$ cat config.mk
export PLATFORM = sky130hd
export DESIGN_NAME = text_to_u64_parser
export DESIGN_NICKNAME = d
export VERILOG_FILES = /design/src/design/ttu_pkg.sv /design/src/design/text_to_u64_parser.sv /design/src/design/ttu_step.sv
export SDC_FILE = /design/constraint.sdc
export NUM_CORES = 1
export LEC_CHECK = 0
export ABC_AREA = 1
export BUFFER_PORTS_ARGS = -buffer_cell sky130_fd_sc_hd__buf_2
export CAP_MARGIN = 20
export CORE_ASPECT_RATIO = 0.7
export CORE_MARGIN = 5
export CORE_UTILIZATION = 60
export CTS_CLUSTER_DIAMETER = 50
export DETAILED_ROUTE_END_ITERATION = 8
export GPL_TIMING_DRIVEN = 0
export MAX_ROUTING_LAYER = met4
export PLACE_DENSITY = 0.78
export SETUP_SLACK_MARGIN = 0.02
export SYNTH_ARGS = -nofsm -noshare
export SYNTH_HDL_FRONTEND = slang
export SYNTH_SLANG_ARGS = --single-unit
$ cat constraint.sdc
create_clock -name clk -period 10.8 [get_ports clk]
set_clock_uncertainty 0.05 [all_clocks]
set_input_delay 0.54 -clock clk [delete_from_list [all_inputs] [get_ports clk]]
set_output_delay 0.54 -clock clk [all_outputs]
set_load 0.01 [all_outputs]
$ cat src/design/ttu_pkg.sv
// ----------------------------------------------------------------------------
// ttu_pkg
// Shared types, constants and functions for the text to unsigned 64-bit parser.
// ----------------------------------------------------------------------------
`default_nettype none

package ttu_pkg;

  localparam int OFFSET_WIDTH = 16;
  localparam int VALUE_WIDTH  = 64;
  localparam int END_WIDTH    = 16;
  localparam int BASE_WIDTH   = 6;
  localparam int DIGIT_WIDTH  = 7;

  localparam logic [OFFSET_WIDTH-1:0] OFF_MAX = {OFFSET_WIDTH{1'b1}};
  localparam logic [BASE_WIDTH-1:0]   RADIX_RESET = 6'd10;
  localparam logic [BASE_WIDTH-1:0]   BASE_AUTO   = 6'd0;
  localparam logic [BASE_WIDTH-1:0]   BASE_OCT    = 6'd8;
  localparam logic [BASE_WIDTH-1:0]   BASE_DEC    = 6'd10;
  localparam logic [BASE_WIDTH-1:0]   BASE_HEX    = 6'd16;
  localparam logic [DIGIT_WIDTH-1:0]  NOT_DIGIT   = 7'd99;

  localparam logic [7:0] CH_SPACE = 8'h20;
  localparam logic [7:0] CH_TAB   = 8'h09;
  localparam logic [7:0] CH_CR    = 8'h0D;
  localparam logic [7:0] CH_PLUS  = 8'h2B;
  localparam logic [7:0] CH_MINUS = 8'h2D;
  localparam logic [7:0] CH_ZERO  = 8'h30;
  localparam logic [7:0] CH_NINE  = 8'h39;
  localparam logic [7:0] CH_UP_A  = 8'h41;
  localparam logic [7:0] CH_UP_Z  = 8'h5A;
  localparam logic [7:0] CH_UP_X  = 8'h58;
  localparam logic [7:0] CH_LO_A  = 8'h61;
  localparam logic [7:0] CH_LO_Z  = 8'h7A;
  localparam logic [7:0] CH_LO_X  = 8'h78;

  typedef enum logic [5:0] {
    PH_DONE   = 6'b000001,
    PH_WS     = 6'b000010,
    PH_START  = 6'b000100,
    PH_ZERO   = 6'b001000,
    PH_PREFIX = 6'b010000,
    PH_DIGITS = 6'b100000
  } phase_t;

  typedef struct packed {
    phase_t                  phase;
    logic [BASE_WIDTH-1:0]   base;
    logic                    negative;
    logic [VALUE_WIDTH-1:0]  acc;
    logic                    overflowed;
    logic [OFFSET_WIDTH-1:0] position;
    logic                    digit_seen;
  } parse_state_t;

  typedef struct packed {
    logic                   no_conversion;
    logic                   range_error;
    logic [END_WIDTH-1:0]   end_offset;
    logic [VALUE_WIDTH-1:0] value;
  } parse_result_t;

  function automatic logic [DIGIT_WIDTH-1:0] digit_value(input logic [7:0] c);
    logic [DIGIT_WIDTH-1:0] d;
    if (c >= CH_ZERO && c <= CH_NINE) begin
      d = DIGIT_WIDTH'(c - CH_ZERO);
    end else if (c >= CH_LO_A && c <= CH_LO_Z) begin
      d = DIGIT_WIDTH'(c - CH_LO_A) + 7'd10;
    end else if (c >= CH_UP_A && c <= CH_UP_Z) begin
      d = DIGIT_WIDTH'(c - CH_UP_A) + 7'd10;
    end else begin
      d = NOT_DIGIT;
    end
    return d;
  endfunction

  function automatic logic [END_WIDTH-1:0] end_of(input logic [OFFSET_WIDTH-1:0] pos);
    logic [31:0] wide;
    wide = 32'(pos);
    return wide[END_WIDTH-1:0];
  endfunction

endpackage

`default_nettype wire

$ cat src/design/text_to_u64_parser.sv
// ----------------------------------------------------------------------------
// text_to_u64_parser
// Streams the characters of a string and returns its unsigned 64-bit value.
// ----------------------------------------------------------------------------
// path: the result of a string passes the input register, then the result
//   register, after its terminating character is accepted
// throughput: 1 character per cycle while the output is not stalled, set by the
//   combinational 64 by 6 multiply-add with carry detect in the step logic
// reset: synchronous, active low; radix returns to 10 and the parser waits
//   for a character marked first
`default_nettype none

module text_to_u64_parser (
  input  wire logic        clk,
  input  wire logic        rst_n,
  input  wire logic        cfg_wr_en,
  input  wire logic [5:0]  cfg_wr_data,   // radix
  input  wire logic        in_tvalid,
  output logic             in_tready,
  input  wire logic [7:0]  in_tdata,      // [7:0] ch
  input  wire logic        in_tuser,      // [0] first
  output logic             out_tvalid,
  input  wire logic        out_tready,
  output logic [79:0]      out_tdata,     // [63:0] value, [79:64] end_offset
  output logic [1:0]       out_tuser      // [0] range_error, [1] no_conversion
);
  import ttu_pkg::*;

  logic [BASE_WIDTH-1:0] radix_r;
  logic                  in_valid_r;
  logic [7:0]            in_ch_r;
  logic                  in_first_r;
  parse_state_t          state_r;
  parse_state_t          state_nxt;
  parse_result_t         res_nxt;
  parse_result_t         res_r;
  logic                  res_gen;
  logic                  out_valid_r;
  logic                  proc_fire;

  ttu_step u_step (
    .ch        (in_ch_r),
    .first     (in_first_r),
    .radix     (radix_r),
    .cur       (state_r),
    .nxt       (state_nxt),
    .res       (res_nxt),
    .res_valid (res_gen)
  );

  // a request without a result never waits on the output side
  assign proc_fire = in_valid_r && (!res_gen || !out_valid_r || out_tready);
  assign in_tready = !in_valid_r || proc_fire;

  always_ff @(posedge clk) begin
    if (!rst_n) begin
      radix_r <= RADIX_RESET;
    end else if (cfg_wr_en) begin
      radix_r <= cfg_wr_data;
    end
  end

  always_ff @(posedge clk) begin
    if (!rst_n) begin
      in_valid_r <= 1'b0;
    end else if (in_tready) begin
      in_valid_r <= in_tvalid;
    end
  end

  always_ff @(posedge clk) begin
    if (in_tready && in_tvalid) begin
      in_ch_r    <= in_tdata;
      in_first_r <= in_tuser;
    end
  end

  always_ff @(posedge clk) begin
    if (!rst_n) begin
      state_r <= '{phase: PH_DONE, base: '0, negative: 1'b0, acc: '0,
                   overflowed: 1'b0, position: '0, digit_seen: 1'b0};
    end else if (proc_fire) begin
      state_r <= state_nxt;
    end
  end

  always_ff @(posedge clk) begin
    if (!rst_n) begin
      out_valid_r <= 1'b0;
    end else if (proc_fire && res_gen) begin
      out_valid_r <= 1'b1;
    end else if (out_tready) begin
      out_valid_r <= 1'b0;
    end
  end

  always_ff @(posedge clk) begin
    if (proc_fire && res_gen) begin
      res_r <= res_nxt;
    end
  end

  assign out_tvalid = out_valid_r;
  assign out_tdata  = {res_r.end_offset, res_r.value};
  assign out_tuser  = {res_r.no_conversion, res_r.range_error};

endmodule

`default_nettype wire

$ cat src/design/ttu_step.sv
// ----------------------------------------------------------------------------
// ttu_step
// One character step of the parser: next state and optional result.
// ----------------------------------------------------------------------------
`default_nettype none

module ttu_step (
  input  wire logic [7:0]             ch,
  input  wire logic                   first,
  input  wire logic [5:0]             radix,
  input  wire ttu_pkg::parse_state_t  cur,
  output ttu_pkg::parse_state_t       nxt,
  output ttu_pkg::parse_result_t      res,
  output logic                        res_valid
);
  import ttu_pkg::*;

  logic [OFFSET_WIDTH-1:0] pos_base;
  logic [OFFSET_WIDTH-1:0] pos_inc;
  logic [DIGIT_WIDTH-1:0]  dval;
  logic                    is_ws;

  assign pos_base = first ? '0 : cur.position;
  assign pos_inc  = (pos_base == OFF_MAX) ? pos_base : pos_base + OFFSET_WIDTH'(1);
  assign dval     = digit_value(ch);
  assign is_ws    = (ch == CH_SPACE) || (ch >= CH_TAB && ch <= CH_CR);

  always_comb begin
    logic                     do_start;
    logic                     do_digit;
    logic [VALUE_WIDTH+BASE_WIDTH-1:0] prod;
    nxt       = cur;
    res       = '0;
    res_valid = 1'b0;
    do_start  = 1'b0;
    do_digit  = 1'b0;
    prod      = '0;

    if (first) begin
      nxt.phase      = PH_WS;
      nxt.base       = radix;
      nxt.negative   = 1'b0;
      nxt.acc        = '0;
      nxt.overflowed = 1'b0;
      nxt.position   = '0;
      nxt.digit_seen = 1'b0;
    end

    case (nxt.phase)
      PH_WS: begin
        if (is_ws) begin
          nxt.position = pos_inc;
        end else if (ch == CH_MINUS || ch == CH_PLUS) begin
          nxt.negative = (ch == CH_MINUS);
          nxt.position = pos_inc;
          nxt.phase    = PH_START;
        end else begin
          do_start = 1'b1;
        end
      end
      PH_START: begin
        do_start = 1'b1;
      end
      PH_ZERO: begin
        if (ch == CH_LO_X || ch == CH_UP_X) begin
          nxt.base       = BASE_HEX;
          nxt.digit_seen = 1'b0;
          nxt.position   = pos_inc;
          nxt.phase      = PH_PREFIX;
        end else begin
          if (nxt.base == BASE_AUTO) nxt.base = BASE_OCT;
          nxt.phase = PH_DIGITS;
          do_digit  = 1'b1;
        end
      end
      PH_PREFIX, PH_DIGITS: begin
        nxt.phase = PH_DIGITS;
        do_digit  = 1'b1;
      end
      default: begin
      end
    endcase

    // leading zero may open a 0x prefix
    if (do_start) begin
      if ((nxt.base == BASE_AUTO || nxt.base == BASE_HEX) && ch == CH_ZERO) begin
        nxt.acc        = '0;
        nxt.digit_seen = 1'b1;
        nxt.position   = pos_inc;
        nxt.phase      = PH_ZERO;
      end else begin
        if (nxt.base == BASE_AUTO) nxt.base = BASE_DEC;
        nxt.phase = PH_DIGITS;
        do_digit  = 1'b1;
      end
    end

    if (do_digit) begin
      if (nxt.base != BASE_AUTO && dval < DIGIT_WIDTH'(nxt.base)) begin
        prod = (VALUE_WIDTH+BASE_WIDTH)'(nxt.acc) * (VALUE_WIDTH+BASE_WIDTH)'(nxt.base)
             + (VALUE_WIDTH+BASE_WIDTH)'(dval);
        if (!nxt.overflowed) begin
          // carry out of 64 bits means the value no longer fits
          if (prod[VALUE_WIDTH+BASE_WIDTH-1:VALUE_WIDTH] != '0) begin
            nxt.overflowed = 1'b1;
          end else begin
            nxt.acc = prod[VALUE_WIDTH-1:0];
          end
        end
        nxt.digit_seen = 1'b1;
        nxt.position   = pos_inc;
      end else begin
        res_valid = 1'b1;
        if (!nxt.digit_seen) begin
          res.no_conversion = 1'b1;
        end else begin
          res.value       = nxt.overflowed ? '1 :
                            (nxt.negative ? (VALUE_WIDTH'(0) - nxt.acc) : nxt.acc);
          res.end_offset  = end_of(nxt.position);
          res.range_error = nxt.overflowed;
        end
        nxt.phase = PH_DONE;
      end
    end
  end

endmodule

`default_nettype wire

# --- After elaboration in Yosys (flattened, before gate mapping) ---
# Index checks and enable logic that the tools add are counted.
word_totals:
  ff_bits: 194
  in_bits: 20
  out_inout_bits: 84
  word_cells: 125
classes:
  add_sub_neg: 8
  multipliers: 1
  magnitude_cmp: 9
  eq_ne: 13
  n_mux: 49
  n_bitwise: 2
  n_reduce_logical: 27
ops:
  columns: ["op", "n"]
  rows:
  - ["64-bit 2-to-1 mux", 5]
  - ["82-bit 2-to-1 mux", 2]
  - ["95-bit 2-to-1 mux", 1]
  - ["70-bit by 7-bit adder with 70-bit output", 1]
  - ["64-bit by 6-bit multiplier with 70-bit output", 1]
  - ["65-bit 2-to-1 mux", 1]
  - ["16-bit 2-to-1 mux", 4]
  - ["1-bit by 64-bit subtractor with 64-bit output, first input constant", 1]
  - ["6-bit 2-to-1 mux", 9]
  - ["17-bit 2-to-1 mux", 3]
  - ["8-bit by 6-bit == test with 1-bit output, second input constant", 4]
  - ["16-bit one-hot mux with 2 select lines", 1]
  - ["12-bit 2-to-1 mux", 2]
  - ["7-bit 2-to-1 mux", 3]
  - ["6-bit one-hot mux with 3 select lines", 1]
  - ["16-bit by 1-bit adder with 16-bit output, second input constant", 1]
  - ["16-bit == test, second input constant", 1]
  - ["8-bit by 7-bit == test with 1-bit output, second input constant", 2]
  - ["8-bit by 7-bit >= comparator with 1-bit output, second input constant", 2]
  - ["8-bit by 7-bit <= comparator with 1-bit output, second input constant", 2]
  - ["1-bit 2-to-1 mux", 15]
  - ["7-bit by 4-bit adder with 7-bit output, second input constant", 2]
  - ["7-bit subtractor, second input constant", 2]
  - ["6-bit by 5-bit == test with 1-bit output, second input constant", 2]
  - ["other kinds (20)", 41]

# --- Logic depth before layout (Yosys ltp) ---
depth:
  depth_word: 20
  mapped_depth: 47
  ltp_nobuf: 44

# --- Modules after synthesis ---
# Synthesis repeated with hierarchy kept, for this count alone.
hier_totals:
  cells_unflattened: 3882
  hier_area_um2: 26685.6
modules_own_cells:
  columns: ["module", "n_inst", "cells_per_inst", "area_each_um2", "seq_area_each_um2"]
  rows:
  - ["ttu_step", 1, 3129, 19342.3, 0.0]
  - ["text_to_u64_parser", 1, 753, 7343.3, 4794.6]

# --- Least setup slack after synthesis ---
# OpenSTA, ideal clock, no wires.
synth_timing:
  kind: "reg2reg"
  startpoint: "register in_ch_r[1]"
  endpoint: "register state_r[43] (netlist bit)"
  setup_ps: 117
  arrival_ps: 6581
  required_time_ps: 10633
  slack_ps: 4052
  stages_incl_launch_ff: 46
  path_buffers: 4
  period_less_slack_ps: 6748
  path_cell_list: "edfxtp_1 inv_1 ha_1 inv_1 nor2_1 inv_1 nand2_1 nand3_1 nand4_1 nand2_2 nand2_4 buf_6 buf_6 buf_6 nand2_1 inv_1 nand2_1 fa_1 (+10 left out) nand2_1 nand2_1 nand2_1 nand2_1 nand2_1 nand2_1 nand2_1 nand2_1 nand2_1 nor2_1 nand3_1 nor2_2 nand2_4 inv_2 buf_2 nor2_1 nor2_1 nor2_1"
synth_between:
  elab_chain_len: 17
  elab_cells_between_ends: 63
  cone_classes: "6 x add/sub; 1 x mul; 9 x order compare; 7 x eq/ne; 23 x mux; 17 x reduce/logical"
synth_lines:
  columns: ["element", "line", "text"]
  rows:
  - ["start: declaration", "text_to_u64_parser.sv:31", "logic [7:0] in_ch_r;"]
  - ["start signal: assignment", "text_to_u64_parser.sv:73", "in_ch_r <= in_tdata;"]
  - ["parallel branches: the longest is 17 deep, another holds 64-bit by 6-bit multiplier with 70-bit output", null, null]
  - ["end signal: assignment", "text_to_u64_parser.sv:80", "state_r <= '{phase: PH_DONE, base: '0, negative: 1'b0, acc: '0,"]
  - ["end signal: assignment", "text_to_u64_parser.sv:83", "state_r <= state_nxt;"]
  - ["end: declaration", "text_to_u64_parser.sv:33", "parse_state_t state_r;"]
# Parallel ways; which one is timed is not known.
# A chain may end at the register's enable or synchronous reset.

# --- Worst setup path in the final report ---
layout_timing:
  startpoint: "register in_ch_r[5]"
  endpoint: "register state_r[42] (netlist bit)"
# The elaborated chain is that of the path after synthesis.

==> results_dict.tcl <==
set metrics [dict create \
    synth_warnings 0 \
    row_count 63 \
    grt_use_met2 0.5416 \
    cp-startpoint "in_ch_r[5]" \
    slowest_stage "clkbuf_1" \
    cts_hold_buf 0 \
    crit_type "reg2reg" \
    cpLargestDelayFamily "simple AND/OR/NAND/NOR gates" \
    port_buffers 103 \
    crit_end "state_r[42]" \
    clk_latency_ns 0.49 \
    power_w 0.002236 \
    place.gp.congestion 1.069 \
    worstPathArrival_ns 10.55 \
    drv_cap 0 \
    grt.busiest_layer "met1" \
    synth_async_sr_flop_share 0 \
    syn_area_mm2 0.02587 \
    setup_violations 0 \
    drt_iter0_drc 3222 \
    via_per_inst 5.893 \
    syn_to_final_growth_pct 7.062 \
    cts_buffer_depth 2 \
    min-delay-path-class "in2reg" \
    clk_transition_reported_paths_ns 0.08 \
    syn_inst 3698 \
    die_w_um 258.2 \
    syn-num-nets 4133 \
    rsz0062_at_grt "no" \
    initial_utilization 0.6088 \
    ir_drop_uv 102.1 \
    finalCriticalPeriod_ns 10.17 \
    hold_viol 0 \
    drive_gt1_frac 0.08425 \
    timing.rr.end "state_r[42]" \
    cts_tree "done" \
    synth_ff_type "dfxtp_1" \
    use_met3 0.1444 \
    clockRootBuffer "clkbuf_16" \
    synth_top_area_frac 0.1958 \
    via_count 25872 \
    synth.distinct_cells 58 \
    start_kind "flip-flop" \
    num_io_pins 104 \
    worst_pin_slew_ns 1.120 \
    setup_tns_ns 0 \
    synth_edf_count 91 \
    final_nets 4256 \
    max_stage_delay_ns 0.75 \
    dp_hpwl_um 77980 \
    wl_per_cell_um 21.58 \
    drt.antenna.violating_nets 0 \
    grt_usage 0.4113 \
    synth_top_area_cell "fa_1" \
    syn_avg_cell_area_um2 6.995 \
    wl_um 94730 \
    core_area_mm2 0.04249 \
    relSlewSlack 0.2534 \
    path_depth 42 \
    cts.repair.resized 0 \
    p_leak_nw 14.56 \
    antenna_found_initial 2 \
    ys_seq_area_frac 0.1854 \
    grt_overflow_total 0 \
    regToRegSetupSlack_ns 0.63 \
    cts_made_buffers 17 \
    drc 0 \
    required_ns 11.18 \
    dr.pass1.iters 9 \
    cts_setup_buffers 0 \
    die-height_um 183.7 \
    r2r_start "in_ch_r[5]" \
    synth.ff_latch_count 194 \
    p_per_area_mw_per_mm2 80.73 \
    path_buf_inv 9 \
    die-area_mm2 0.04743 \
    clock_sinks 194 \
    cpMostUsedCell "nand2_1" \
    grt_max_degree 51 \
    synth_area_leaders "fa_1 (20%), nor2_1 (12%), nand2_1 (11%), edfxtp_1 (11%), dfxtp_1 (8.0%)" \
    drv_slew 0 \
    post-route-period-util 0.9417 \
    htree_levels 4 \
    met1_usage 0.5878 \
    endpoint_kind "flip-flop" \
    outcome "finished, final reports clean" \
    rr_worst_depth 42 \
    grt_pass1_vias 24549 \
    crit_path_max_fanout 10 \
    timing.fmax_mhz 98.32 \
    grt_pass1_wl_um 144700 \
]
Yosys cell counts, types with 4 or more instances:
cell,count
nand4_1,31
a21oi_1,158
nand2_1,743
inv_1,412
nand2_4,14
nand3b_1,7
o31ai_1,5
dfxtp_1,103
buf_4,16
a211oi_1,6
buf_1,6
nand3_1,174
o21bai_1,19
o21ai_1,25
nand2_2,30
nand3_2,5
nor2_4,4
buf_2,40
o21ai_2,15
xnor2_1,52
nor3_1,27
a21o_1,11
nor2_2,11
fa_1,253
and2_1,4
a31oi_1,12
o21ai_0,211
inv_2,19
nor2_1,854
xor2_1,56
ha_1,162
o211ai_2,6
clkbuf_1,69
buf_6,12
edfxtp_1,91
worst register-to-register path, delay by kind of cell (launching register included):
family | cells | cell delay [ns]
buffers and inverters | 9 | 2.30
adder cells (fa/ha/maj) | 6 | 2.60
AND/OR/NAND/NOR | 27 | 4.66
flip-flops | 1 | 0.53
stage by stage:
| step | setup WS [ns] | util | area (µm²) | hold slack (ns) | instances |
|---|---|---|---|---|---|
| after floorplan | 4.052 | - | 25870 | 0.3786 | 3698 |
| after global placement | 1.010 | 0.6372 | 27070 | 0.3937 | 4353 |
| after detailed placement | 1.003 | 0.6379 | 27100 | 0.3999 | 4354 |
| after CTS | 0.9591 | 0.6516 | 27680 | 0.1808 | 4386 |
| after global routing | 0.2336 | 0.6517 | 27690 | 0.1779 | 4389 |
| final | 0.6296 | 0.6518 | 27690 | 0.1923 | 4390 |
flip-flops by register name, indices dropped and copies added (netlist names):
register,cells
state_r,95
in_first_r,1
in_ch_r,8
out_tvalid,1
out_tuser,2
in_valid_r,1
out_tdata,80
radix_r,6
final cells by class:
cell class / instances / area (µm²)
antenna: 4 / 10.01
buffer: 145 / 772.0
clock buffer: 20 / 467.9
clock inverter: 12 / 112.6
fill: 3969 / 14790
inverter: 435 / 1642
multi-input combinational: 2924 / 18660
sequential: 194 / 4795
tap: 552 / 690.7
timing repair buffer: 104 / 543.0
worst min-delay path by stage:
| stage | start | endpoint | cells after the start |
|---|---|---|---|
| after floorplan | radix_r[3] | radix_r[3] | 2 |
| after global placement | state_r[88] | state_r[88] | 2 |
| after detailed placement | radix_r[5] | radix_r[5] | 2 |
| after CTS | in_tdata[5] | in_ch_r[5] | 1 |
| after global routing | in_tdata[4] | in_ch_r[4] | 1 |
| final | in_tdata[5] | in_ch_r[5] | 1 |
cells by family (layout without fill, tap and decap cells):
kind of cell	count (synthesis)	in the layout	synth area share
AO/OA/AOI/OAI	483	483	0.1047
XOR/XNOR	108	108	0.03657
adder cells (fa/ha/maj)	415	415	0.2742
buffers and inverters	580	716	0.09321
flip-flops	194	194	0.1854
multiplexers	1	1	0.0003870
other	0	4	0
AND/OR/NAND/NOR	1917	1917	0.3056
power by group:
part,total [W],internal [W],switching (W)
sequential,0.000808,0.000793,0.0000146
combinational,0.000775,0.000231,0.000544
clock,0.000653,0.000324,0.000329
per-layer routing:
metal	part of all wire	wire length, µm	vias up
met5	0	0	-
met2	0.38	36240	1635
met3	0.15	13800	213
met1	0.43	41170	12091
met4	0.037	3516	0
li1	-	-	11933
layout by cell type, fill, tap and decap left out, drive strengths merged, types with 7 or more instances in the layout:
cell,instances
clkbuf,89
nand3,180
nor3,27
nand2,789
dfxtp,103
a31oi,12
xor2,56
fa,253
xnor2,52
clkinv,7
o21bai,19
nor2,869
nand4,31
a21o,11
o21ai,253
a21oi,160
inv,439
o211ai,9
nand3b,7
buf,180
edfxtp,91
ha,162
Power figures use the tool's default switching activity.
